## src/sv/bcp_div.sv

```systemverilog
// Pipelined restoring divider, one quotient bit per stage, with sideband.
module bcp_div #(
  parameter int NW = 43,
  parameter int DW = 22,
  parameter int QW = 32,
  parameter int SW = 20
) (
  input  logic          clk_i,
  input  logic          rst_ni,
  input  logic          en_i,
  input  logic          valid_i,
  input  logic [NW-1:0] num_i,
  input  logic [DW-1:0] den_i,
  input  logic [SW-1:0] side_i,
  output logic          valid_o,
  output logic [QW-1:0] quo_o,
  output logic [SW-1:0] side_o
);

  logic [QW-1:0] v_q;
  logic [DW-1:0] rem_q  [QW];
  logic [QW-1:0] lw_q   [QW];
  logic [DW-1:0] den_q  [QW];
  logic [SW-1:0] side_q [QW];

  logic [DW-1:0] rem_in  [QW];
  logic [QW-1:0] lw_in   [QW];
  logic [DW-1:0] den_in  [QW];
  logic [SW-1:0] side_in [QW];
  logic [DW:0]   trial   [QW];
  logic [QW-1:0] ge;
  logic [DW-1:0] rem_d   [QW];
  logic [QW-1:0] lw_d    [QW];

  always_comb begin
    rem_in[0]  = DW'(num_i >> QW);
    lw_in[0]   = num_i[QW-1:0];
    den_in[0]  = den_i;
    side_in[0] = side_i;
    for (int i = 1; i < QW; i++) begin
      rem_in[i]  = rem_q[i-1];
      lw_in[i]   = lw_q[i-1];
      den_in[i]  = den_q[i-1];
      side_in[i] = side_q[i-1];
    end
    for (int i = 0; i < QW; i++) begin
      trial[i] = {rem_in[i], lw_in[i][QW-1]};
      ge[i]    = trial[i] >= {1'b0, den_in[i]};
      rem_d[i] = ge[i] ? DW'(trial[i] - {1'b0, den_in[i]}) : trial[i][DW-1:0];
      lw_d[i]  = {lw_in[i][QW-2:0], ge[i]};
    end
  end

  always_ff @(posedge clk_i or negedge rst_ni) begin
    if (!rst_ni) begin
      v_q <= '0;
    end else if (en_i) begin
      v_q <= {v_q[QW-2:0], valid_i};
    end
  end

  always_ff @(posedge clk_i) begin
    if (en_i) begin
      for (int i = 0; i < QW; i++) begin
        rem_q[i]  <= rem_d[i];
        lw_q[i]   <= lw_d[i];
        den_q[i]  <= den_in[i];
        side_q[i] <= side_in[i];
      end
    end
  end

  assign valid_o = v_q[QW-1];
  assign quo_o   = lw_q[QW-1];
  assign side_o  = side_q[QW-1];

endmodule

```

## config.mk

```make
export PLATFORM = sky130hd
export DESIGN_NAME = bcp_div
export DESIGN_NICKNAME = d
export VERILOG_FILES = /design/src/sv/bcp_div.sv
export SDC_FILE = /design/constraint.sdc
export NUM_CORES = 2
export LEC_CHECK = 0
export BUFFER_PORTS_ARGS = -buffer_cell sky130_fd_sc_hd__buf_4
export CAP_MARGIN = 20
export CORE_AREA = 2 2 556 614
export DETAILED_ROUTE_END_ITERATION = 8
export DIE_AREA = 0 0 558 616
export GPL_TIMING_DRIVEN = 1
export HOLD_SLACK_MARGIN = 0.06
export PLACE_DENSITY = 0.67
export SLEW_MARGIN = 20
export SYNTH_ARGS = -nofsm -noshare
export SYNTH_HDL_FRONTEND = slang
export SYNTH_SLANG_ARGS = --single-unit
```

## constraint.sdc

```tcl
create_clock -name clk_i -period 7.3 [get_ports clk_i]
set_clock_uncertainty 0.2 [all_clocks]
set_input_delay 1.095 -clock clk_i [delete_from_list [all_inputs] [get_ports clk_i]]
set_output_delay 1.095 -clock clk_i [all_outputs]
set_load 0.01 [all_outputs]
```

Word level (Yosys, flattened, before mapping)
Memory sizes are Yosys's and may differ from the RTL's.
Cells that the tools add are included.

operators by class
  $lt $le $gt $ge = 32
  mux-type cells = 34
  add/sub/neg operators = 32

operators by type and width
  operator                                          number
  23-bit by 22-bit >= comparator with 1-bit output  31
  22-bit two-way mux                                32
  22-bit subtractor                                 31
  12-bit by 22-bit >= comparator with 1-bit output  1
  12-bit by 22-bit subtractor with 22-bit output    1
  1-bit two-way mux                                 2

word-level totals
  input bits = 89
  register bits = 32
  memories = 4
  output and inout port bits = 53
  RAM bits = 3072

memories
  name    words  width  read ports  clocked after memory_dff  write ports  RTL line  source
  lw_q    32     32     32          0                         32           22        logic [QW-1:0] lw_q [QW];
  den_q   32     22     31          0                         32           23        logic [DW-1:0] den_q [QW];
  rem_q   32     22     31          0                         32           21        logic [DW-1:0] rem_q [QW];
  side_q  32     20     32          0                         32           24        logic [SW-1:0] side_q [QW];

Depth between registers and ports, before layout
An unclocked memory read counts as a cell.

  word-level depth = 3
  depth in mapped cells = 14
  mapped depth without buffers = 13

Worst setup path after synthesis
Ideal clock, no wire load.

  kind = input port to flip-flop
  start point = in num_i[31]
  end point = mem rem_q[0][10] (data pin)
  data required time = 6.840 ns
  path buffers = 0
  slack = 3.301 ns
  data arrival time = 3.539 ns
  cell stages on the path = 13
  path through = inv_1 -> ha_1 -> inv_1 -> fa_1 -> a21o_1 -> a21o_1 -> a21oi_1 -> o21ai_0 -> nand2_1 -> a21oi_1 -> o311ai_2 -> clkinv_1 -> mux2_2

RTL lines
  element      RTL line  source
  from (decl)  12        input logic [NW-1:0] num_i,
  to (decl)    21

==> metrics <==
status finished, final reports clean; final estimated routing congestion in global placement 0.927; port bufs 141; DRT Wirelength approximately 260,000 um; Mean Syn Cell Area 14.6 um^2; grt total ovfl 0; row cnt 224; Post-Syn Instances between 9k and 10k; First-pass DRT Iterations 6; placed cell count 13.8k; antenna violations before repair 5; die extent in x 558 um; Final HPWL DP roughly 180,000 um; Max Fclk roughly 240 MHz; net count of the mapped netlist 10.0k; Final Non-Filler Cells 14.4k; area occupied by multi-input gates 38,800 um^2; DR iter-0 viols approximately 5.0k; leading area contributor after synthesis edfxtp_1; Final Hold Fails 0; CP arrival approximately 4700 ps; CP cell instances inv_1 -> ha_1 -> inv_1 -> fa_1 -> a21oi_1 -> o21ai_0 -> a2111oi_0 -> o31a_2 -> nor3b_1 -> a2111oi_0 -> o31ai_1 -> xor2_1 -> mux2_2; Starting Density 39.9%; most frequent cells in the layout 3,028 x edfxtp_1, 893 x inv_1, 694 x ha_1; IR Drop Worst-Case VDD 0.211 mV; clock tree buffer depth 4; top cell type's share of synthesized area between 60 and 70%; nets@finish 10.4k; final worst path period need ~4200 ps; asr flop ratio synth ~1.0%; yosys warns 0; core area 337,000 um^2; CP peak stage delay 710 ps; mapped cell area 134,000 um^2; Fin Setup TNS 0 ps; Top-Level Pins 142; final period utilization about three fifths; Worst path slowest cell a2111oi_0; DRC violations left 0; Worst Tran Pin Value 1160 ps; leakage power 0.0585 uW; Critical Path Fanout Max 3; via count 72.9k; Reg clk slew, reported paths 60 ps; vias in the first global route 74.5k; Total GRT Usage 14.6%; vias per cell 5.06; Clk Latency, worst-skew pair 920 ps; post-detailed-route count of antenna-violating nets 0; R2R setup slack 3060 ps; wire per inst around 18 um; CP Class reg2reg; CTS root buf clkbuf_16; data required time of the worst path 7760 ps; die area 344,000 um^2; CP Launch Type flip-flop; Synth Flop Type edfxtp_1; number of synthesized flops with an enable pin 3,028; CTS tree built; global-route wire length before repair 405,000 um; Seq/Total Area, Yosys roughly two thirds; largest net degree at the start of global routing 171; Die Ht about 600 um; Slew HR between 20% and 30%; Maximum Capacitance Violations 0; Final Setup Violations 0; register area 91,700 um^2; Area Growth Syn to Fin 13.4%; critical path capture point type flip-flop; Min-Delay Path Class in2reg; fill count 29.5k; CTS resizes 0; layout cells sized above 1 between 10% and 20%; commonest non-fill, non-tap cell in the layout edfxtp_1; synthesized flop and latch total 3,060; Pwr Density slightly above 400 nW/um^2; CTS sink cnt just over 3k; Distinct cells, synth 107; Pins Over Slew Limit 0; CTS Buf Count about 340; CTS H-tree depth 5; RSZ-0062 raised after global routing false; ranking of synthesized cells by area edfxtp_1 68%, ha_1 6.5%, mux2_2 3.1%
-- metal layers --
metal  GRT usage, %  vias to the layer above  wire length (um)
met5              0                        -                 0
met4           5.40                        0              8980
met3           2.38                      544             10200
met2           26.1                     1463            131000
met1           17.5                    35600            105000
li1               -                    35300                 -
-- area by class of cell --
cell class | count | area share, %
repair buffers | 228 | 1.34
diodes | 1 | 0.00164
well taps | 4520 | 3.71
inverters | 895 | 2.20
flip-flops and latches | 3060 | 60.1
clock buffers | 386 | 5.65
clock inverters | 221 | 1.48
multi-input cells | 5106 | 25.5
-- critical path: cells and delay by family, from the launching register on --
family | cells | cell delay [ps]
compound gates | 6 | 2280
fa+ha+maj | 2 | 550
flops | 1 | 360
mux | 1 | 260
xor+xnor | 1 | 170
buf+inv | 2 | 140
simple gates | 1 | 70
-- registers in the layout, indices dropped and copies added (netlist names) --
register,count
den_q,682
lw_q,1024
rem_q,682
side_q,640
v_q,32
-- worst paths after layout --
check | start | cells past startpoint | end
max reg2reg | lw_q[1][287] | 13 | rem_q[1][216]
min in group asynchronous | rst_ni | 2 | v_q[28]
max in group asynchronous | rst_ni | 2 | v_q[3]
max | lw_q[1][287] | 13 | rem_q[1][216]
min | num_i[9] | 1 | lw_q[0][10]
min reg2reg | side_q[1][90] | 0 | side_q[1][110]
-- through the flow --
| stage | util, % | power [uW] | cell area (um^2) | hold WS, ps | worst slack (ps) |
|---|---|---|---|---|---|
| final | 45.2 | 63400 | 153000 | 175 | 3060 |
| after global routing | 45.2 | 67300 | 153000 | 83.2 | 2750 |
| after CTS | 45.2 | 64000 | 152000 | 63.5 | 3040 |
| after detailed placement | 41.9 | 46900 | 141000 | 205 | 2910 |
| after global placement | 41.9 | 46400 | 141000 | 200 | 2740 |
| after floorplan | - | 41500 | 134000 | 200 | 3300 |
-- timing repair --
action / in CTS / in global routing
endpoints found under the setup margin: 0 / 0
hold buffers: 18 / 0
setup buffers: 0 / 0
endpoints found under the hold margin: 49 / 0
-- logic make-up (layout without fill, tap and decap cells) --
group	count (synthesis)	in the layout	synth area share, %
DFF	3060	3060	68.2
adders and majority gates	725	725	6.92
other	0	1	0
xor gates and xnor gates	540	540	3.52
buffers and inverters	1026	1730	2.98
muxes	469	469	3.99
AOI/OAI and AO/OA	1924	1924	9.16
and+or+nand+nor	1448	1448	5.22
-- Yosys cell counts, drive strengths merged, types with 19 or more instances --
cell type	n
ha	694
dfrtp	32
a21boi	22
a2111oi	28
o21ai	417
mux2i	35
a31oi	71
a21o	325
a21oi	605
nand2	423
o31ai	35
nor3	71
or2	26
inv	894
a221oi	19
clkbuf	80
xor2	192
or3	28
nor4	23
o211ai	27
nor3b	19
o21a	73
mux2	434
nor2b	84
and3	70
and2	25
nand2b	58
nand3	114
a211oi	49
nand4	73
o21bai	78
and4	20
buf	51
edfxtp	3028
xnor2	348
fa	31
nor2	375
-- power by group --
| part | internal, uW | switching (uW) | leakage [uW] | total, uW |
|---|---|---|---|---|
| combinational | 9730 | 11600 | 0.0232 | 21300 |
| sequential | 23700 | 1710 | 0.0300 | 25400 |
| clock | 9690 | 6910 | 0.00526 | 16600 |
| total | 43200 | 20200 | 0.0585 | 63400 |
(Power assumes the default switching activity.)
