[src/sv/bcp_pkg.sv]
// Shared types, register codes and constants of the braking collision probability block.
package bcp_pkg;

  typedef struct packed {
    logic [19:0] gap_mm;
    logic [15:0] speed_kmh_q8;
  } in_word_t;

  typedef struct packed {
    logic [23:0] stop_distance_mm;
    logic [15:0] collision_prob;
    logic        distance_saturated;
  } out_word_t;

  typedef struct packed {
    logic [11:0] reaction_ms;
    logic [11:0] activation_ms;
    logic [11:0] pressure_rise_ms;
    logic [14:0] decel_mm_s2;
    logic [15:0] spread_fraction;
  } cfg_t;

  localparam int CfgIdxW  = 3;
  localparam int CfgDataW = 16;

  localparam logic [CfgIdxW-1:0] CfgReaction  = 3'd0;
  localparam logic [CfgIdxW-1:0] CfgActivation = 3'd1;
  localparam logic [CfgIdxW-1:0] CfgPressure  = 3'd2;
  localparam logic [CfgIdxW-1:0] CfgDecel     = 3'd3;
  localparam logic [CfgIdxW-1:0] CfgSpread    = 3'd4;

  localparam cfg_t CfgReset = '{
    reaction_ms:      12'd1100,
    activation_ms:    12'd500,
    pressure_rise_ms: 12'd200,
    decel_mm_s2:      15'd9000,
    spread_fraction:  16'd6554
  };

  localparam int GapW     = 20;
  localparam int NumW     = 43;
  localparam int DivisorW = 22;
  localparam int MeanW    = 32;

  localparam logic [23:0] DistMax = 24'hFFFFFF;

  localparam int unsigned KnotLast = 36;

  localparam logic [15:0] TailKnots [37] = '{
    16'd32768, 16'd29508, 16'd26299, 16'd23189, 16'd20220, 16'd17432, 16'd14852, 16'd12503,
    16'd10398, 16'd8539,  16'd6924,  16'd5542,  16'd4378,  16'd3413,  16'd2625,  16'd1992,
    16'd1491,  16'd1101,  16'd801,   16'd575,   16'd407,   16'd284,   16'd195,   16'd132,
    16'd88,    16'd58,    16'd38,    16'd24,    16'd15,    16'd9,     16'd6,     16'd3,
    16'd2,     16'd1,     16'd1,     16'd0,     16'd0
  };

endpackage

[src/sv/bcp_dist.sv]
// Front stages: speed products and the numerator and divisor of the mean distance.
module bcp_dist (
  input  logic                         clk_i,
  input  logic                         rst_ni,
  input  logic                         en_i,
  input  bcp_pkg::cfg_t                cfg_i,
  input  logic                         valid_i,
  input  bcp_pkg::in_word_t            word_i,
  output logic                         valid_o,
  output logic [bcp_pkg::NumW-1:0]     num_o,
  output logic [bcp_pkg::DivisorW-1:0] den_o,
  output logic [bcp_pkg::GapW-1:0]     gap_o
);
  import bcp_pkg::*;

  logic [3:0]  v_q;
  logic [14:0] time_hms;
  logic [14:0] decel;

  logic [15:0]     speed1_q;
  logic [GapW-1:0] gap1_q;
  logic [30:0]     st_q;
  logic [31:0]     ss_q;
  logic [GapW-1:0] gap2_q;
  logic [45:0]     a1_q;
  logic [50:0]     b1_q;
  logic [34:0]     half_q;
  logic [DivisorW-1:0] den3_q;
  logic [GapW-1:0] gap3_q;
  logic [NumW-1:0] num_q;
  logic [DivisorW-1:0] den4_q;
  logic [GapW-1:0] gap4_q;

  logic [55:0] sum_d;

  assign time_hms = 15'({cfg_i.reaction_ms, 1'b0}) + 15'({cfg_i.activation_ms, 1'b0})
                  + 15'(cfg_i.pressure_rise_ms);
  assign decel = (cfg_i.decel_mm_s2 == '0) ? 15'd1 : cfg_i.decel_mm_s2;
  assign sum_d = {10'd0, a1_q} * 56'd360 + {5'd0, b1_q} + {21'd0, half_q};

  always_ff @(posedge clk_i or negedge rst_ni) begin
    if (!rst_ni) begin
      v_q <= '0;
    end else if (en_i) begin
      v_q <= {v_q[2:0], valid_i};
    end
  end

  always_ff @(posedge clk_i) begin
    if (en_i) begin
      speed1_q <= word_i.speed_kmh_q8;
      gap1_q   <= word_i.gap_mm;
      st_q     <= {15'd0, speed1_q} * {16'd0, time_hms};
      ss_q     <= {16'd0, speed1_q} * {16'd0, speed1_q};
      gap2_q   <= gap1_q;
      a1_q     <= {15'd0, st_q} * {31'd0, decel};
      b1_q     <= {19'd0, ss_q} * 51'd390625;
      half_q   <= {20'd0, decel} * 35'd331776;
      den3_q   <= {7'd0, decel} * 22'd81;
      gap3_q   <= gap2_q;
      num_q    <= sum_d[55:13];
      den4_q   <= den3_q;
      gap4_q   <= gap3_q;
    end
  end

  assign valid_o = v_q[3];
  assign num_o   = num_q;
  assign den_o   = den4_q;
  assign gap_o   = gap4_q;

endmodule

[config.mk]
export PLATFORM = sky130hd
export DESIGN_NAME = bcp_dist
export DESIGN_NICKNAME = d
export VERILOG_FILES = /design/src/sv/bcp_pkg.sv /design/src/sv/bcp_dist.sv
export SDC_FILE = /design/constraint.sdc
export NUM_CORES = 2
export LEC_CHECK = 0
export BUFFER_PORTS_ARGS = -buffer_cell sky130_fd_sc_hd__clkbuf_2
export CAP_MARGIN = 20
export CORE_ASPECT_RATIO = 0.7
export CORE_MARGIN = 3
export CORE_UTILIZATION = 45
export DETAILED_ROUTE_END_ITERATION = 8
export PLACE_DENSITY = 0.61
export SYNTH_ARGS = -nofsm -noshare
export SYNTH_HDL_FRONTEND = slang
export SYNTH_SLANG_ARGS = --single-unit
[constraint.sdc]
create_clock -name clk_i -period 6.5 [get_ports clk_i]
set_input_delay 0.65 -clock clk_i [delete_from_list [all_inputs] [get_ports clk_i]]
set_output_delay 0.65 -clock clk_i [all_outputs]
set_load 0.01 [all_outputs]
=== Word level (Yosys, flattened, before mapping) ===
Index checks and enable logic that the tools add are counted.

* Input port bits: 107
* Logic and storage cells: 27
* Output and inout port bits: 86
* Flip-flop bits (word level): 369

* Add/subtract/negate cells: 4
* Reduce and logical (&&, ||, !) cells: 1
* Multipliers: 7
* Mux-type cells: 1

{| class="wikitable"
|+ Operator list
! operator !! count
|-
| $add 55x51->56 || 1
|-
| $add 56x34->56 || 1
|-
| $mul 46x6->52 const B || 1
|-
| $mul 32x19->51 const B || 1
|-
| $mul 31x15->46 || 1
|-
| $mul 15x7->22 const B || 2
|-
| $mul 16x16->32 || 1
|-
| $mul 16x15->31 || 1
|-
| $add 14x12->15 || 1
|-
| $logic_not 15->1 || 1
|-
| $mux 15 || 1
|-
| $add 13x13->14 || 1
|}

=== Logic depth before layout (Yosys ltp) ===
* Depth after elaboration: 3
* Depth in mapped cells: 39
* Depth with buffers taken out: 38

=== Worst setup path before layout ===
OpenSTA, ideal clock, no wires.

* Path kind: input-to-reg
* From: input cfg_i[33] in the netlist's numbering
* To: register st_q[30], data pin
* Setup time: 0.274 ns
* Path buffers: 1
* Stages on the path: 36
* Data required time: 6.226 ns
* Setup slack: -2.160 ns
* Arrival time: 8.386 ns
* Path through: inv_1 > fa_1 > inv_1 > ha_1 > inv_1 > fa_1 > nor2b_1 > o21ai_0 > a21boi_0 > o21ai_0 > a21boi_0 > o21ai_0 > a21boi_0 > o21a_1 > o21a_1 > clkbuf_1 > nor3_1 > fa_1 > fa_1 > fa_1 > fa_1 > fa_1 > inv_1 > fa_1 > inv_1 > ha_1 > a21oi_1 > o21bai_1 > a211o_1 > a211o_1 > a21oi_1 > o21ba_2 > a211o_1 > a41oi_1 > nor4_1 > a311oi_1

* Cells in the longest elaborated chain, start to end: 2

{| class="wikitable"
|+ RTL lines
! what !! RTL line !! source
|-
| from (decl) || bcp_dist.sv:6 || <nowiki>input bcp_pkg::cfg_t cfg_i,</nowiki>
|-
| $add 14x12->15 || bcp_dist.sv:37 || <nowiki>+ 15'(cfg_i.pressure_rise_ms);</nowiki>
|-
| $mul 16x15->31 || bcp_dist.sv:53 || <nowiki>st_q <= {15'd0, speed1_q} * {16'd0, time_hms};</nowiki>
|-
| to (signal assigned) || bcp_dist.sv:53 ||
|-
| to (decl) || bcp_dist.sv:22 || <nowiki>logic [30:0] st_q;</nowiki>
|}

Every way passes these cells.
A chain may end at the register's enable or synchronous reset.

=== Worst setup path in the final report ===
* From: input cfg_i[57] in the netlist's numbering
* To: register st_q[28], data pin

* Cells in the longest elaborated chain, start to end: 3

{| class="wikitable"
|+ RTL lines
! what !! RTL line !! source
|-
| $add 13x13->14 || bcp_dist.sv:36 || <nowiki>assign time_hms = 15'({cfg_i.reaction_ms, 1'b0}) + 15'({cfg_i.activation_ms, 1'b0})</nowiki>
|-
| $add 14x12->15 || bcp_dist.sv:37 ||
|-
| $mul 16x15->31 || bcp_dist.sv:53 ||
|}

Every way passes these cells.

==> flow_summary.toml <==
[outcome]
status = "complete, but fails checks"
failed_checks = "negative setup slack"

[yosys]
synth_top_area_share_pct = 36.7
synth_cell_types = 75
ys_seq_area_share_pct = 16.7
synth_area_leaders = "fa_1 37%, edfxtp_1 17%, ha_1 15%, inv_1 8.8%, nand2_1 3.6%"
yosysTopAreaCell = "fa_1"
synth_cells = 6136
synth_seq_cells = 343
synth.avg_cell_area_um2 = 10.0
synth_edf_count = 339
async_flop_share_pct = 1.17
yosys_warnings = 0
synthesis.area_mm2 = 0.0617
synthFlopType = "edfxtp_1"

[route]
drt_iter0_markers = 2721
ant_nets = 0
routed_wirelength_um = 163000
dr_total_vias = 45000
drc = 0
drt_first_pass_iters = 6
drt-wirelength-per-cell_um = 18.5
vias_per_cell = 5.09

[cells_and_area]
drive_gt1_share_pct = 21.8
layout.nets = 8968
syn_to_final_growth_pct = 22.1
final_cells = 8846
final_cell_area_mm2 = 0.0753

[setup_path]
crit_path_end_kind = "register"
slowest_stage = "or4_4"
timing_worst_setup_path_type = "in2reg"
rrSetupSlack_ps = -250
crit_arrival_ps = 8360
slowest_delay_ps = 580
cp_max_fo = 4
required_ps = 6870
start_kind = "input port"
crit_top_cell = "fa_1"

[clocking]
cts-buffers-inserted = 43
cts.reportedPaths.clkPinSlew_ps = 70
cts_sinks = 343
htreeDepth = 2
clk-insertion-delay-late_ps = 660
cts_tree = "yes"
clock-root-buffer = "clkbuf_16"
clockBufferDepth = 3

[placement]
hpwl_um = 136000
placed_area_mm2 = 0.0704
dpl.cell_count = 8659
portBuffers = 176
place.gp.congestion = 0.939

[min_path]
hp-class = "in2reg"

[timing]
worst_slack_ps = -1490
fin_crit_sh_pct = 123
tightest_slew_ps = 958
rsz0062_at_grt = "true"
clock_skew_ps = 38.7
final_hold_viol_count = 0
fmax_mhz = 125
slew_violations = 0
min_period_ps = 7990
holdWs_ps = 169
setup_viol = 51
max-slew-margin-rel_pct = 36.1

[floorplanning]
dieArea_mm2 = 0.142
initial_utilization_pct = 45.8
dieWidth_um = 448
dieHeight_um = 316
fp-row-count = 112
core_region_area_mm2 = 0.135
io_pins = 193

[flow_run]
drv_cap = 0

[grt]
grt_first_pass_wirelength_um = 259000
track_usage_pct = 23.3
grt_max_degree = 155
grt_antenna_before_repair = 1
grt_overflow = 0
grt_pass1_vias = 47000
-- repair_timing --
item / CTS / global route
pin swaps: 157 / 251
setup buffers: 54 / 77
gates resized for setup: 241 / 295
hold buffers: 1 / 0
hold endpoints to repair: 4 / 0
endpoints found under the setup margin: 72 / 95
cloned: 2 / 2
-- cells by family after synthesis --
family | share of synthesized area, %
AND/OR/NAND/NOR | 10.3
XOR/XNOR | 3.31
buffers and inverters | 9.91
other | 0.0122
AO/OA/AOI/OAI | 7.83
multiplexers | 0.144
adder cells (fa/ha/maj) | 51.8
flip-flops | 16.7
-- path summary, 6_finish.rpt --
kind                       startpoint         to  cells past startpoint
max                         cfg_i[57]   st_q[28]                     35
min                        word_i[17]  gap1_q[1]                      1
max reg2reg                   a1_q[4]  num_o[41]                     30
min reg2reg                 gap2_q[7]  gap3_q[7]                      0
max in group asynchronous      rst_ni     v_q[3]                      2
min in group asynchronous      rst_ni     v_q[0]                      2
-- per-stage QoR --
stage | setup WS, ps | util [%] | TNS, ps
after detailed placement | -2370 | 52.3 | -68920
final | -1490 | 55.9 | -21980
after global placement | -2300 | 52.3 | -64370
after floorplan | -1710 | - | -20700
after global routing | -1780 | 55.9 | -35840
after CTS | -1400 | 54.6 | -19630
-- final cells by class --
cell class	instances	area, um^2
Clock buffer	46	1090
Clock inverter	34	403
Timing Repair Buffer	982	7610
Fill cell	11600	59400
Sequential cell	343	10300
Multi-Input combinational cell	4169	48200
Tap cell	1824	2280
Inverter	1446	5440
Antenna cell	2	5.00
-- cell usage in the layout, fill, tap and decap left out, types with 15 or more instances in the layout --
| cell | n |
|---|---|
| xnor2_2 | 21 |
| ha_1 | 681 |
| o21bai_1 | 34 |
| o211ai_1 | 18 |
| o21a_1 | 33 |
| a21o_1 | 131 |
| xor2_1 | 71 |
| edfxtp_1 | 339 |
| buf_12 | 28 |
| o211a_1 | 15 |
| a21oi_1 | 153 |
| nor2_1 | 128 |
| nor3_1 | 29 |
| o21ai_2 | 22 |
| nand2b_1 | 46 |
| nor2b_4 | 15 |
| o21ai_0 | 74 |
| a21oi_2 | 47 |
| buf_4 | 714 |
| inv_1 | 1399 |
| and3_1 | 40 |
| nor2b_1 | 32 |
| clkbuf_2 | 169 |
| a31oi_1 | 15 |
| nand3_1 | 57 |
| clkbuf_16 | 44 |
| fa_1 | 1096 |
| inv_2 | 43 |
| nand4_1 | 22 |
| and2_1 | 242 |
| ha_4 | 60 |
| nand2_1 | 575 |
| buf_6 | 62 |
| xnor2_1 | 131 |
| fa_2 | 33 |
-- metal layers --
metal	track usage, %	vias up	routed length, um
met5	0	-	13
met1	35.5	22700	78200
met2	34.6	1227	69900
met3	4.77	160	12100
li1	-	21000	-
met4	4.44	2	3170
-- cell usage after synthesis (18+ instances only) --
cell type / number
xnor2_1: 153
a31oi_1: 22
nor2b_1: 55
nor3_1: 42
inv_1: 1446
fa_1: 1129
a21o_1: 131
and3_1: 45
nand3_1: 69
and2_1: 248
nand4_1: 22
nor2_1: 147
nand2b_1: 48
o211ai_1: 18
o21ai_0: 108
o21bai_1: 36
edfxtp_1: 339
clkbuf_1: 175
a211oi_1: 25
o21a_1: 36
nand2_1: 589
ha_1: 747
xor2_1: 77
a21oi_1: 209
-- state kept, by name (all words and copies together), names as in the netlist --
register	cells
gap2_q	20
ss_q	31
v_q	4
st_q	31
a1_q	46
num_o	43
den3_q	22
gap1_q	20
den_o	22
gap_o	20
gap3_q	20
b1_q	48
speed1_q	16
-- critical path: cells and delay by family --
| family | cells | cell delay, ps |
|---|---|---|
| buffers and inverters | 8 | 770 |
| AO/OA/AOI/OAI | 16 | 2240 |
| AND/OR/NAND/NOR | 2 | 740 |
| adder cells (fa/ha/maj) | 9 | 3930 |
Power is not shown: default switching activity piles up to over one toggle a cycle in this logic, so the estimate is an artifact.
