==> config.mk <==
export PLATFORM = sky130hd
export DESIGN_NAME = bcp_prob
export DESIGN_NICKNAME = d
export VERILOG_FILES = /design/src/sv/bcp_pkg.sv /design/src/sv/bcp_div.sv /design/src/sv/bcp_prob.sv
export SDC_FILE = /design/constraint.sdc
export NUM_CORES = 2
export LEC_CHECK = 0
export BUFFER_PORTS_ARGS = -buffer_cell sky130_fd_sc_hd__buf_2
export CAP_MARGIN = 30
export CORE_MARGIN = 5
export CORE_UTILIZATION = 34
export CTS_BUF_LIST = sky130_fd_sc_hd__clkbuf_8
export CTS_CLUSTER_SIZE = 24
export DETAILED_ROUTE_END_ITERATION = 10
export SYNTH_ARGS = -nofsm -noshare
export SYNTH_HDL_FRONTEND = slang
export SYNTH_SLANG_ARGS = --single-unit
==> constraint.sdc <==
create_clock -name clk_i -period 14.4 [get_ports clk_i]
set_clock_uncertainty 0.05 [all_clocks]
set_input_delay 1.44 -clock clk_i [delete_from_list [all_inputs] [get_ports clk_i]]
set_output_delay 1.44 -clock clk_i [all_outputs]
set_load 0.01 [all_outputs]
==> src/sv/bcp_pkg.sv <==
// Shared types, register codes and constants of the braking collision probability block.
package bcp_pkg;

  typedef struct packed {
    logic [19:0] gap_mm;
    logic [15:0] speed_kmh_q8;
  } in_word_t;

  typedef struct packed {
    logic [23:0] stop_distance_mm;
    logic [15:0] collision_prob;
    logic        distance_saturated;
  } out_word_t;

  typedef struct packed {
    logic [11:0] reaction_ms;
    logic [11:0] activation_ms;
    logic [11:0] pressure_rise_ms;
    logic [14:0] decel_mm_s2;
    logic [15:0] spread_fraction;
  } cfg_t;

  localparam int CfgIdxW  = 3;
  localparam int CfgDataW = 16;

  localparam logic [CfgIdxW-1:0] CfgReaction  = 3'd0;
  localparam logic [CfgIdxW-1:0] CfgActivation = 3'd1;
  localparam logic [CfgIdxW-1:0] CfgPressure  = 3'd2;
  localparam logic [CfgIdxW-1:0] CfgDecel     = 3'd3;
  localparam logic [CfgIdxW-1:0] CfgSpread    = 3'd4;

  localparam cfg_t CfgReset = '{
    reaction_ms:      12'd1100,
    activation_ms:    12'd500,
    pressure_rise_ms: 12'd200,
    decel_mm_s2:      15'd9000,
    spread_fraction:  16'd6554
  };

  localparam int GapW     = 20;
  localparam int NumW     = 43;
  localparam int DivisorW = 22;
  localparam int MeanW    = 32;

  localparam logic [23:0] DistMax = 24'hFFFFFF;

  localparam int unsigned KnotLast = 36;

  localparam logic [15:0] TailKnots [37] = '{
    16'd32768, 16'd29508, 16'd26299, 16'd23189, 16'd20220, 16'd17432, 16'd14852, 16'd12503,
    16'd10398, 16'd8539,  16'd6924,  16'd5542,  16'd4378,  16'd3413,  16'd2625,  16'd1992,
    16'd1491,  16'd1101,  16'd801,   16'd575,   16'd407,   16'd284,   16'd195,   16'd132,
    16'd88,    16'd58,    16'd38,    16'd24,    16'd15,    16'd9,     16'd6,     16'd3,
    16'd2,     16'd1,     16'd1,     16'd0,     16'd0
  };

endpackage

==> src/sv/bcp_div.sv <==
// Pipelined restoring divider, one quotient bit per stage, with sideband.
module bcp_div #(
  parameter int NW = 43,
  parameter int DW = 22,
  parameter int QW = 32,
  parameter int SW = 20
) (
  input  logic          clk_i,
  input  logic          rst_ni,
  input  logic          en_i,
  input  logic          valid_i,
  input  logic [NW-1:0] num_i,
  input  logic [DW-1:0] den_i,
  input  logic [SW-1:0] side_i,
  output logic          valid_o,
  output logic [QW-1:0] quo_o,
  output logic [SW-1:0] side_o
);

  logic [QW-1:0] v_q;
  logic [DW-1:0] rem_q  [QW];
  logic [QW-1:0] lw_q   [QW];
  logic [DW-1:0] den_q  [QW];
  logic [SW-1:0] side_q [QW];

  logic [DW-1:0] rem_in  [QW];
  logic [QW-1:0] lw_in   [QW];
  logic [DW-1:0] den_in  [QW];
  logic [SW-1:0] side_in [QW];
  logic [DW:0]   trial   [QW];
  logic [QW-1:0] ge;
  logic [DW-1:0] rem_d   [QW];
  logic [QW-1:0] lw_d    [QW];

  always_comb begin
    rem_in[0]  = DW'(num_i >> QW);
    lw_in[0]   = num_i[QW-1:0];
    den_in[0]  = den_i;
    side_in[0] = side_i;
    for (int i = 1; i < QW; i++) begin
      rem_in[i]  = rem_q[i-1];
      lw_in[i]   = lw_q[i-1];
      den_in[i]  = den_q[i-1];
      side_in[i] = side_q[i-1];
    end
    for (int i = 0; i < QW; i++) begin
      trial[i] = {rem_in[i], lw_in[i][QW-1]};
      ge[i]    = trial[i] >= {1'b0, den_in[i]};
      rem_d[i] = ge[i] ? DW'(trial[i] - {1'b0, den_in[i]}) : trial[i][DW-1:0];
      lw_d[i]  = {lw_in[i][QW-2:0], ge[i]};
    end
  end

  always_ff @(posedge clk_i or negedge rst_ni) begin
    if (!rst_ni) begin
      v_q <= '0;
    end else if (en_i) begin
      v_q <= {v_q[QW-2:0], valid_i};
    end
  end

  always_ff @(posedge clk_i) begin
    if (en_i) begin
      for (int i = 0; i < QW; i++) begin
        rem_q[i]  <= rem_d[i];
        lw_q[i]   <= lw_d[i];
        den_q[i]  <= den_in[i];
        side_q[i] <= side_in[i];
      end
    end
  end

  assign valid_o = v_q[QW-1];
  assign quo_o   = lw_q[QW-1];
  assign side_o  = side_q[QW-1];

endmodule

==> src/sv/bcp_prob.sv <==
// Back stages: deviation, table index division, tail table and output register.
module bcp_prob #(
  parameter int unsigned Entries = 256
) (
  input  logic                      clk_i,
  input  logic                      rst_ni,
  input  logic                      en_i,
  input  bcp_pkg::cfg_t             cfg_i,
  input  logic                      valid_i,
  input  logic [bcp_pkg::MeanW-1:0] mean_i,
  input  logic [bcp_pkg::GapW-1:0]  gap_i,
  output logic                      valid_o,
  output bcp_pkg::out_word_t        word_o
);
  import bcp_pkg::*;

  localparam int EntW     = $clog2(Entries + 1);
  localparam int IdxW     = $clog2(Entries);
  localparam int RomDepth = 2 ** IdxW;
  localparam int AeW      = MeanW + EntW;
  localparam int Num2W    = AeW + 13;
  localparam int SgW      = 48;
  localparam int SideW    = 28;

  logic [15:0] spread;
  assign spread = (cfg_i.spread_fraction == '0) ? 16'd1 : cfg_i.spread_fraction;

  // deviation stage
  logic            above_d, sat_d;
  logic [MeanW-1:0] a_d;
  logic [23:0]     dist_d;
  logic            v1_q, above1_q, mzero1_q, sat1_q;
  logic [MeanW-1:0] a1_q, mean1_q;
  logic [23:0]     dist1_q;

  assign above_d = {12'd0, gap_i} >= mean_i;
  assign a_d     = above_d ? ({12'd0, gap_i} - mean_i) : (mean_i - {12'd0, gap_i});
  assign sat_d   = mean_i > {8'd0, DistMax};
  assign dist_d  = sat_d ? DistMax : mean_i[23:0];

  // product stage
  logic            v2_q, above2_q, mzero2_q, sat2_q;
  logic [MeanW-1:0] a2_q;
  logic [SgW-1:0]  sg_q;
  logic [AeW-1:0]  ae_q;
  logic [23:0]     dist2_q;

  // range stage
  logic            v3_q, inr3_q, above3_q, mzero3_q, sat3_q;
  logic [Num2W-1:0] num3_q;
  logic [SgW-1:0]  den3_q;
  logic [23:0]     dist3_q;

  logic            dv_valid;
  logic [IdxW-1:0] dv_idx;
  logic [SideW-1:0] dv_side;

  bcp_div #(
    .NW(Num2W),
    .DW(SgW),
    .QW(IdxW),
    .SW(SideW)
  ) u_idx_div (
    .clk_i  (clk_i),
    .rst_ni (rst_ni),
    .en_i   (en_i),
    .valid_i(v3_q),
    .num_i  (num3_q),
    .den_i  (den3_q),
    .side_i ({inr3_q, above3_q, mzero3_q, sat3_q, dist3_q}),
    .valid_o(dv_valid),
    .quo_o  (dv_idx),
    .side_o (dv_side)
  );

  // tail table
  logic [15:0] tail_rom [RomDepth];

  for (genvar i = 0; i < RomDepth; i++) begin : g_rom
    localparam int unsigned Pos = 64 * i;
    localparam int unsigned J   = Pos / Entries;
    localparam int unsigned R   = Pos % Entries;
    localparam int unsigned Jc  = (J < KnotLast) ? J : KnotLast - 1;
    localparam int unsigned Hi  = TailKnots[Jc];
    localparam int unsigned Lo  = TailKnots[Jc + 1];
    localparam int unsigned V   = Hi * Entries - (Hi - Lo) * R;
    localparam int unsigned Val = (J < KnotLast && i < Entries) ?
                                  (V + Entries / 2) / Entries : 0;
    assign tail_rom[i] = 16'(Val);
  end

  logic        v4_q, inr4_q, above4_q, mzero4_q, sat4_q;
  logic [15:0] tail_q;
  logic [23:0] dist4_q;

  logic        v5_q;
  out_word_t   word_q;
  logic [15:0] prob_d;

  always_comb begin
    if (mzero4_q) begin
      prob_d = '0;
    end else if (above4_q) begin
      prob_d = tail_q;
    end else if (tail_q == '0) begin
      prob_d = 16'hFFFF;
    end else begin
      prob_d = 16'(17'h10000 - {1'b0, tail_q});
    end
  end

  always_ff @(posedge clk_i or negedge rst_ni) begin
    if (!rst_ni) begin
      v1_q <= 1'b0;
      v2_q <= 1'b0;
      v3_q <= 1'b0;
      v4_q <= 1'b0;
      v5_q <= 1'b0;
    end else if (en_i) begin
      v1_q <= valid_i;
      v2_q <= v1_q;
      v3_q <= v2_q;
      v4_q <= dv_valid;
      v5_q <= v4_q;
    end
  end

  always_ff @(posedge clk_i) begin
    if (en_i) begin
      above1_q <= above_d;
      mzero1_q <= mean_i == '0;
      sat1_q   <= sat_d;
      a1_q     <= a_d;
      mean1_q  <= mean_i;
      dist1_q  <= dist_d;

      above2_q <= above1_q;
      mzero2_q <= mzero1_q;
      sat2_q   <= sat1_q;
      a2_q     <= a1_q;
      sg_q     <= {32'd0, spread} * {16'd0, mean1_q};
      ae_q     <= {{EntW{1'b0}}, a1_q} * AeW'(Entries);
      dist2_q  <= dist1_q;

      inr3_q   <= {3'd0, a2_q, 13'd0} < sg_q;
      above3_q <= above2_q;
      mzero3_q <= mzero2_q;
      sat3_q   <= sat2_q;
      num3_q   <= {ae_q, 13'd0};
      den3_q   <= sg_q;
      dist3_q  <= dist2_q;

      inr4_q   <= dv_side[27];
      above4_q <= dv_side[26];
      mzero4_q <= dv_side[25];
      sat4_q   <= dv_side[24];
      dist4_q  <= dv_side[23:0];
      tail_q   <= dv_side[27] ? tail_rom[dv_idx] : 16'd0;

      word_q.stop_distance_mm   <= dist4_q;
      word_q.collision_prob     <= prob_d;
      word_q.distance_saturated <= sat4_q;
    end
  end

  assign valid_o = v5_q;
  assign word_o  = word_q;

`ifndef SYNTH
  a_tail_out_of_range: assert property (@(posedge clk_i) disable iff (!rst_ni)
    v4_q && !inr4_q |-> tail_q == 16'd0)
    else $error("tail nonzero outside table range");
  a_tail_bound: assert property (@(posedge clk_i) disable iff (!rst_ni)
    v4_q |-> tail_q <= 16'd32768)
    else $error("tail above one half");
  a_sat_clamp: assert property (@(posedge clk_i) disable iff (!rst_ni)
    valid_o && word_o.distance_saturated |-> word_o.stop_distance_mm == DistMax)
    else $error("saturated distance not clamped");
`endif

endmodule

[Word level (Yosys, flattened, before mapping)]
Memory sizes are Yosys's and may differ from the RTL's. A register that Yosys moved wholly into a read port is not among the register bits.
Cells that the tools add are included.
Widths: inputs -> output; s select.
Word-level totals
  word-level logic and storage cells: 79
  ROM bits: 4096
  register bits after elaboration: 387
  output and inout bits: 42
  memories: 5
  input bits: 123
  RAM bits: 1056
Operators by class
  bitwise gates (word level): 1
  reduce and logical (&&, ||, !) cells: 4
  add/sub/neg operators: 11
  muxes and demuxes: 14
  multipliers: 1
  magnitude comparators: 11
Memory list
  (name not given): depth 256, bits a word 16, rd ports 1, clocked after memory_dff 1, write ports 0, line bcp_prob.sv:158  | tail_q <= dv_side[27] ? tail_rom[dv_idx] : 16'd0;
  u_idx_div.den_q: depth 8, bits a word 48, rd ports 7, clocked after memory_dff 0, write ports 8, line bcp_div.sv:23  | logic [DW-1:0] den_q [QW];
  u_idx_div.rem_q: depth 8, bits a word 48, rd ports 7, clocked after memory_dff 0, write ports 8, line bcp_div.sv:21  | logic [DW-1:0] rem_q [QW];
  u_idx_div.side_q: depth 8, bits a word 28, rd ports 8, clocked after memory_dff 0, write ports 8, line bcp_div.sv:24  | logic [SW-1:0] side_q [QW];
  u_idx_div.lw_q: depth 8, bits a word 8, rd ports 8, clocked after memory_dff 0, write ports 8, line bcp_div.sv:22  | logic [QW-1:0] lw_q [QW];
Operators by type and width (count)
  $mux 48: 8
  $ge 49x48->1: 7
  $sub 48x48->48: 7
  $ge 46x48->1: 1
  $lt 45x48->1: 1
  $mul 16x32->48: 1
  $mux 16: 3
  $sub 46x48->48: 1
  $ge 20x32->1: 1
  $gt 32x24->1 const B: 1
  $logic_not 16->1: 2
  $logic_not 32->1: 1
  $mux 32: 1
  $sub 20x32->32: 1
  $sub 32x20->32: 1
  $sub 1x16->16 const A: 1
  $not 8->9: 1
  $mux 1: 2
  $logic_not 1->1: 1

[Depth between registers and ports, before layout]
  depth in word-level cells: 3
  mapped depth: 25
  gate-level depth less buffers: 24

[By module]
Synthesis repeated with hierarchy kept, for this count alone.
Unflattened totals
  cells, all modules: 8161
  area total of the unflattened synthesis: 88494.9 um^2
By module, submodules not included
  bcp_div: cells an instance 4879, times used 1, area each 54068.1 um^2, seq. area each 29027.8 um^2
  bcp_prob: cells an instance 3282, times used 1, area each 34426.8 um^2, seq. area each 11836.4 um^2

[Least setup slack after synthesis]
Ideal clock, no wire load.
  kind: in2reg
  start point: in cfg_i[9] (netlist name)
  end point: reg sg_q[44] (data pin)
  path slack: 6445 ps
  cell stages on the path: 25
  arrival time: 7646 ps
  data required time: 14091 ps
  path buffers: 2
  cells stage by stage: clkbuf_1 > nand2_1 > fa_1 > inv_1 > fa_1 > inv_1 > fa_1 > inv_1 > fa_1 > fa_1 > inv_1 > fa_1 > inv_1 > ha_1 > buf_2 > and3_1 > or3b_1 > o211ai_1 > o21ba_2 > o31ai_1 > or4b_1 > o31ai_1 > a21o_1 > a31oi_1 > xnor2_1
Between the ends
  word-level cells in the longest chain between the ends: 3
RTL lines
  start: declaration: line bcp_prob.sv:8  | input bcp_pkg::cfg_t cfg_i,
  $logic_not 16->1: line bcp_prob.sv:26  | assign spread = (cfg_i.spread_fraction == '0) ? 16'd1 : cfg_i.spread_fraction;
  $mux 16 (*): line bcp_prob.sv:26
  $mul 16x32->48 (*): line bcp_prob.sv:141  | sg_q <= {32'd0, spread} * {16'd0, mean1_q};
  end signal: assignment: line bcp_prob.sv:141
  end: declaration: line bcp_prob.sv:44  | logic [SgW-1:0] sg_q;
Mark *: on every way between the ends. The rest lies on a longest branch, timed or not.
A chain may end at the register's enable or synchronous reset.

[Worst setup path in the final report]
Ends and elaborated chain as after synthesis.

==> summary.md <==
| Metric | Value |
|---|---|
| Layout cell share with drive strength beyond 1 | `7.41%` |
| FFs w/ async S/R, synth | `0.974%` |
| Input/output buffers | `between 100 and 150` |
| Yosys top cell by area | `edfxtp_1` |
| Initial drt markers | `a little over 4000` |
| Synth Cell Area | `86700 um^2` |
| Most frequent cells after synthesis | `edfxtp_1 (1322), inv_1 (1020), nand2_1 (777), ha_1 (580), a21oi_1 (573)` |
| Die height | `515 um` |
| GRT Util Overall | `15.1%` |
| Fin crit share | `57.6%` |
| Yosys cell types | `slightly above 100` |
| Crit path DAT | `about 8900 ps` |
| Post-CTS sizing | `0` |
| I/O pin cnt | `between 150 and 200` |
| Vias in the first global route | `59500` |
| Max Fclk | `121 MHz` |
| Pre-Repair DR Iteration Count | `6` |
| Non-Filler Instances | `11600` |
| Yosys synthesis warning count | `0` |
| Filler Cell Count | `~25000` |
| Worst hold path depth | `0` |
| Peak VDD IR | `roughly 250 uV` |
| Critical Path RT | `~15000 ps` |
| Routed WL | `roughly 200000 um` |
| Initial core utilization | `approximately a third` |
| Worst R2R Path Depth | `23` |
| TritonCTS Buffers | `between 200 and 250` |
| Worst Setup Path Type | `in2reg` |
| Most common cell in the netlist | `edfxtp_1` |
| Number of synthesized register bits | `approximately 1300` |
| Max Cap Viol | `0` |
| Initial antenna violation count | `16` |
| Drt via density | `5.02` |
| Routed Antenna Nets | `0` |
| TritonCTS clock tree | `yes` |
| Slew Limit Fails | `0` |
| Synth Instances | `approximately 8000` |
| Startpoint types | `input pin` |
| R2R setup slack | `around 6400 ps` |
| Core area | `approximately 250000 um^2` |
| Critical path peak fanout | `33` |
| Pleak | `slightly below 40 nW` |
| DRC errors left | `0` |
| Die ar. | `around 270000 um^2` |
| Ys flop type | `edfxtp_1` |
| Final min period | `just over 8000 ps` |
| CTS HTree Levels | `4` |
| Net count after synthesis | `between 9000 and 10000` |
| Area contributors post-synth | `edfxtp_1 (46%), fa_1 (9.8%), ha_1 (8.4%), inv_1 (4.4%), nand2_1 (3.4%)` |
| Std-Cell Rows | `~190` |
| WHS | `approximately 330 ps` |
| WHS Endpoint | `den3_q[39]` |
| Gr ovfl total | `0` |
| Routed WL per cell | `~17 um` |
| Nets | `~9200` |
| Final setup margin | `6100 ps` |
| DP Wirelength | `approximately 150000 um` |
| Max clock buf depth | `3` |
| Crit end category | `flip-flop` |
| Clock sink count | `around 1300` |
| Worst hold start | `sg_q[39]` |
| First-pass GRT wire length | `324000 um` |
| Avg Cell Area, Syn | `around 11 um^2` |
| Die Width | `515 um` |
| Setup bufs post-CTS | `0` |
| FF-to-FF Start | `mean1_q[5]` |
| Slew @ Worst Pin | `slightly below 1000 ps` |
| Final core utilization | `between 30% and 40%` |
| Root Driver | `clkbuf_8` |
| CTS clk-pin slew, worst paths | `~60 ps` |
| RSZ-0062 raised after global routing | `no` |
| Worst min path class | `reg2reg` |
| GPL Wtd Cong | `around 0.96` |
| Via Count | `a little under 60000` |
| Power Density | `around 250 nW/um^2` |
| CTS Hold Bufs | `0` |
| Final Hold Viols | `0` |
| DP Cell Count | `approximately 11000` |
| Place WS | `5290 ps` |
| Pin count of the biggest net entering global routing | `between 150 and 200` |
| Critical R2R Capture | `sg_q[44]` |
| Sequential area share after synthesis | `between 40% and 50%` |
| Final Setup Violations | `0` |
| Outcome | `finished clean` |
| Fin Setup TNS | `0 ps` |
| Worst-Skew Late Latency | `about 970 ps` |
| Slew HR | `roughly a third` |
| Post-synth top area share | `around 46%` |
| Post-synth EDFFs | `1322` |
| Layout area overhead | `10.0%` |
## worst max path at each step
stage / cells past startpoint / slack (ps) / endpoint / startpoint
after floorplan: 25 / 6440 / sg_q[44] / cfg_i[9]
after global placement: 24 / 5280 / sg_q[44] / cfg_i[9]
after detailed placement: 24 / 5290 / sg_q[44] / cfg_i[9]
after CTS: 24 / 6330 / sg_q[44] / cfg_i[9]
after global routing: 24 / 5920 / sg_q[44] / cfg_i[9]
final: 24 / 6100 / sg_q[44] / cfg_i[9]
## metal layers
layer	part of all wire (%)	global-route usage, %	vias up
met5	0.030	0	-
met4	3.9	5.98	10
met3	5.3	2.76	404
met2	46	24.7	1670
met1	45	20.0	28000
li1	-	-	28300
## power by group
part / internal, mW / total [mW] / switching [mW] / leakage [nW]
logic: 5.63 / 13.7 / 8.03 / 23.9
registers: 5.80 / 6.28 / 0.477 / 13.1
clock network: 1.91 / 3.49 / 1.57 / 2.54
## cell usage in the layout (no fill, tap or decap), types with 21 or more instances in the layout
| master | Yosys | final |
|---|---|---|
| nor3_1 | 99 | 99 |
| nand2_1 | 777 | 777 |
| and2_1 | 239 | 239 |
| o211ai_1 | 45 | 45 |
| edfxtp_1 | 1322 | 1322 |
| o21ai_0 | 386 | 386 |
| nand4_1 | 99 | 99 |
| a21o_1 | 269 | 269 |
| a31oi_1 | 61 | 61 |
| nand2b_1 | 59 | 59 |
| inv_1 | 1020 | 1066 |
| xnor2_1 | 217 | 217 |
| a21oi_1 | 573 | 572 |
| o31ai_1 | 32 | 32 |
| fa_1 | 426 | 426 |
| nand3_1 | 116 | 116 |
| ha_1 | 580 | 580 |
| nor2b_1 | 67 | 67 |
| clkbuf_8 | 0 | 216 |
| clkinv_2 | 0 | 34 |
| nor4_1 | 38 | 37 |
| or3_1 | 32 | 32 |
| o21bai_1 | 53 | 53 |
| a311oi_1 | 21 | 21 |
| xor2_1 | 156 | 156 |
| nor2_1 | 414 | 413 |
| a211oi_1 | 65 | 65 |
| buf_4 | 6 | 35 |
| mux2_2 | 86 | 86 |
| and3_1 | 38 | 38 |
| buf_2 | 21 | 114 |
| bufinv_16 | 0 | 26 |
| clkinv_1 | 0 | 48 |
| a221oi_1 | 21 | 21 |
| o21a_1 | 62 | 62 |
## critical path, cell delays in order
cell      delay [ps]
buf_2            590
nand2_1          170
fa_1             570
inv_1             60
fa_1             510
inv_1             50
fa_1             470
inv_1             50
fa_1             510
fa_1             540
inv_1             50
fa_1             530
inv_1             40
ha_1             390
and3_1           230
or3b_1           350
o211ai_1         110
o21ba_2          220
o31ai_1          550
or4b_1           590
o31ai_1          310
a21o_1           230
a31oi_1          120
xnor2_1          150
## cells by family (layout without fill, tap and decap cells)
logic type	Yosys count	in the layout	share of synthesized area, %
buffers and inverters	1350	1573	5.93
DFF	1335	1335	46.1
other	1	8	0.00432
xor gates and xnor gates	373	373	3.77
adders and majority gates	1006	1006	18.2
AOI/OAI and AO/OA	1783	1783	12.9
and+or+nand+nor	2058	2058	11.3
muxes	126	126	1.73
## cell type report
cell class,count,area [um^2],share of cell area (%)
multi-input cells,5347,41600,43.6
flip-flops and latches,1335,40000,42.0
well taps,3366,4210,4.41
inverters,1022,3840,4.02
clock buffers,216,2970,3.12
clock inverters,179,1760,1.84
repair buffers,156,980,1.03
diodes,7,17.5,0.0184
## state kept, by name, summed over array words and instances, names as in the netlist, 8 cells and up
| name | flops |
|---|---|
| u_idx_div.den_q | 336 |
| a2_q | 32 |
| mean1_q | 32 |
| u_idx_div.lw_q | 36 |
| den3_q | 48 |
| tail_q | 16 |
| dist2_q | 24 |
| u_idx_div.rem_q | 336 |
| a1_q | 32 |
| dist1_q | 24 |
| u_idx_div.side_q | 224 |
| dist4_q | 24 |
| sg_q | 48 |
| word_o | 41 |
| u_idx_div.v_q | 8 |
| dist3_q | 24 |
| num3_q | 32 |
## stage by stage
stage / power, mW / instance area, um^2
after floorplan: 16.7 / 86700
after global placement: 19.7 / 90600
after detailed placement: 19.9 / 90600
after CTS: 23.5 / 95400
after global routing: 25.6 / 95400
final: 23.4 / 95400
No activity file was read; power rests on OpenSTA's default activity.
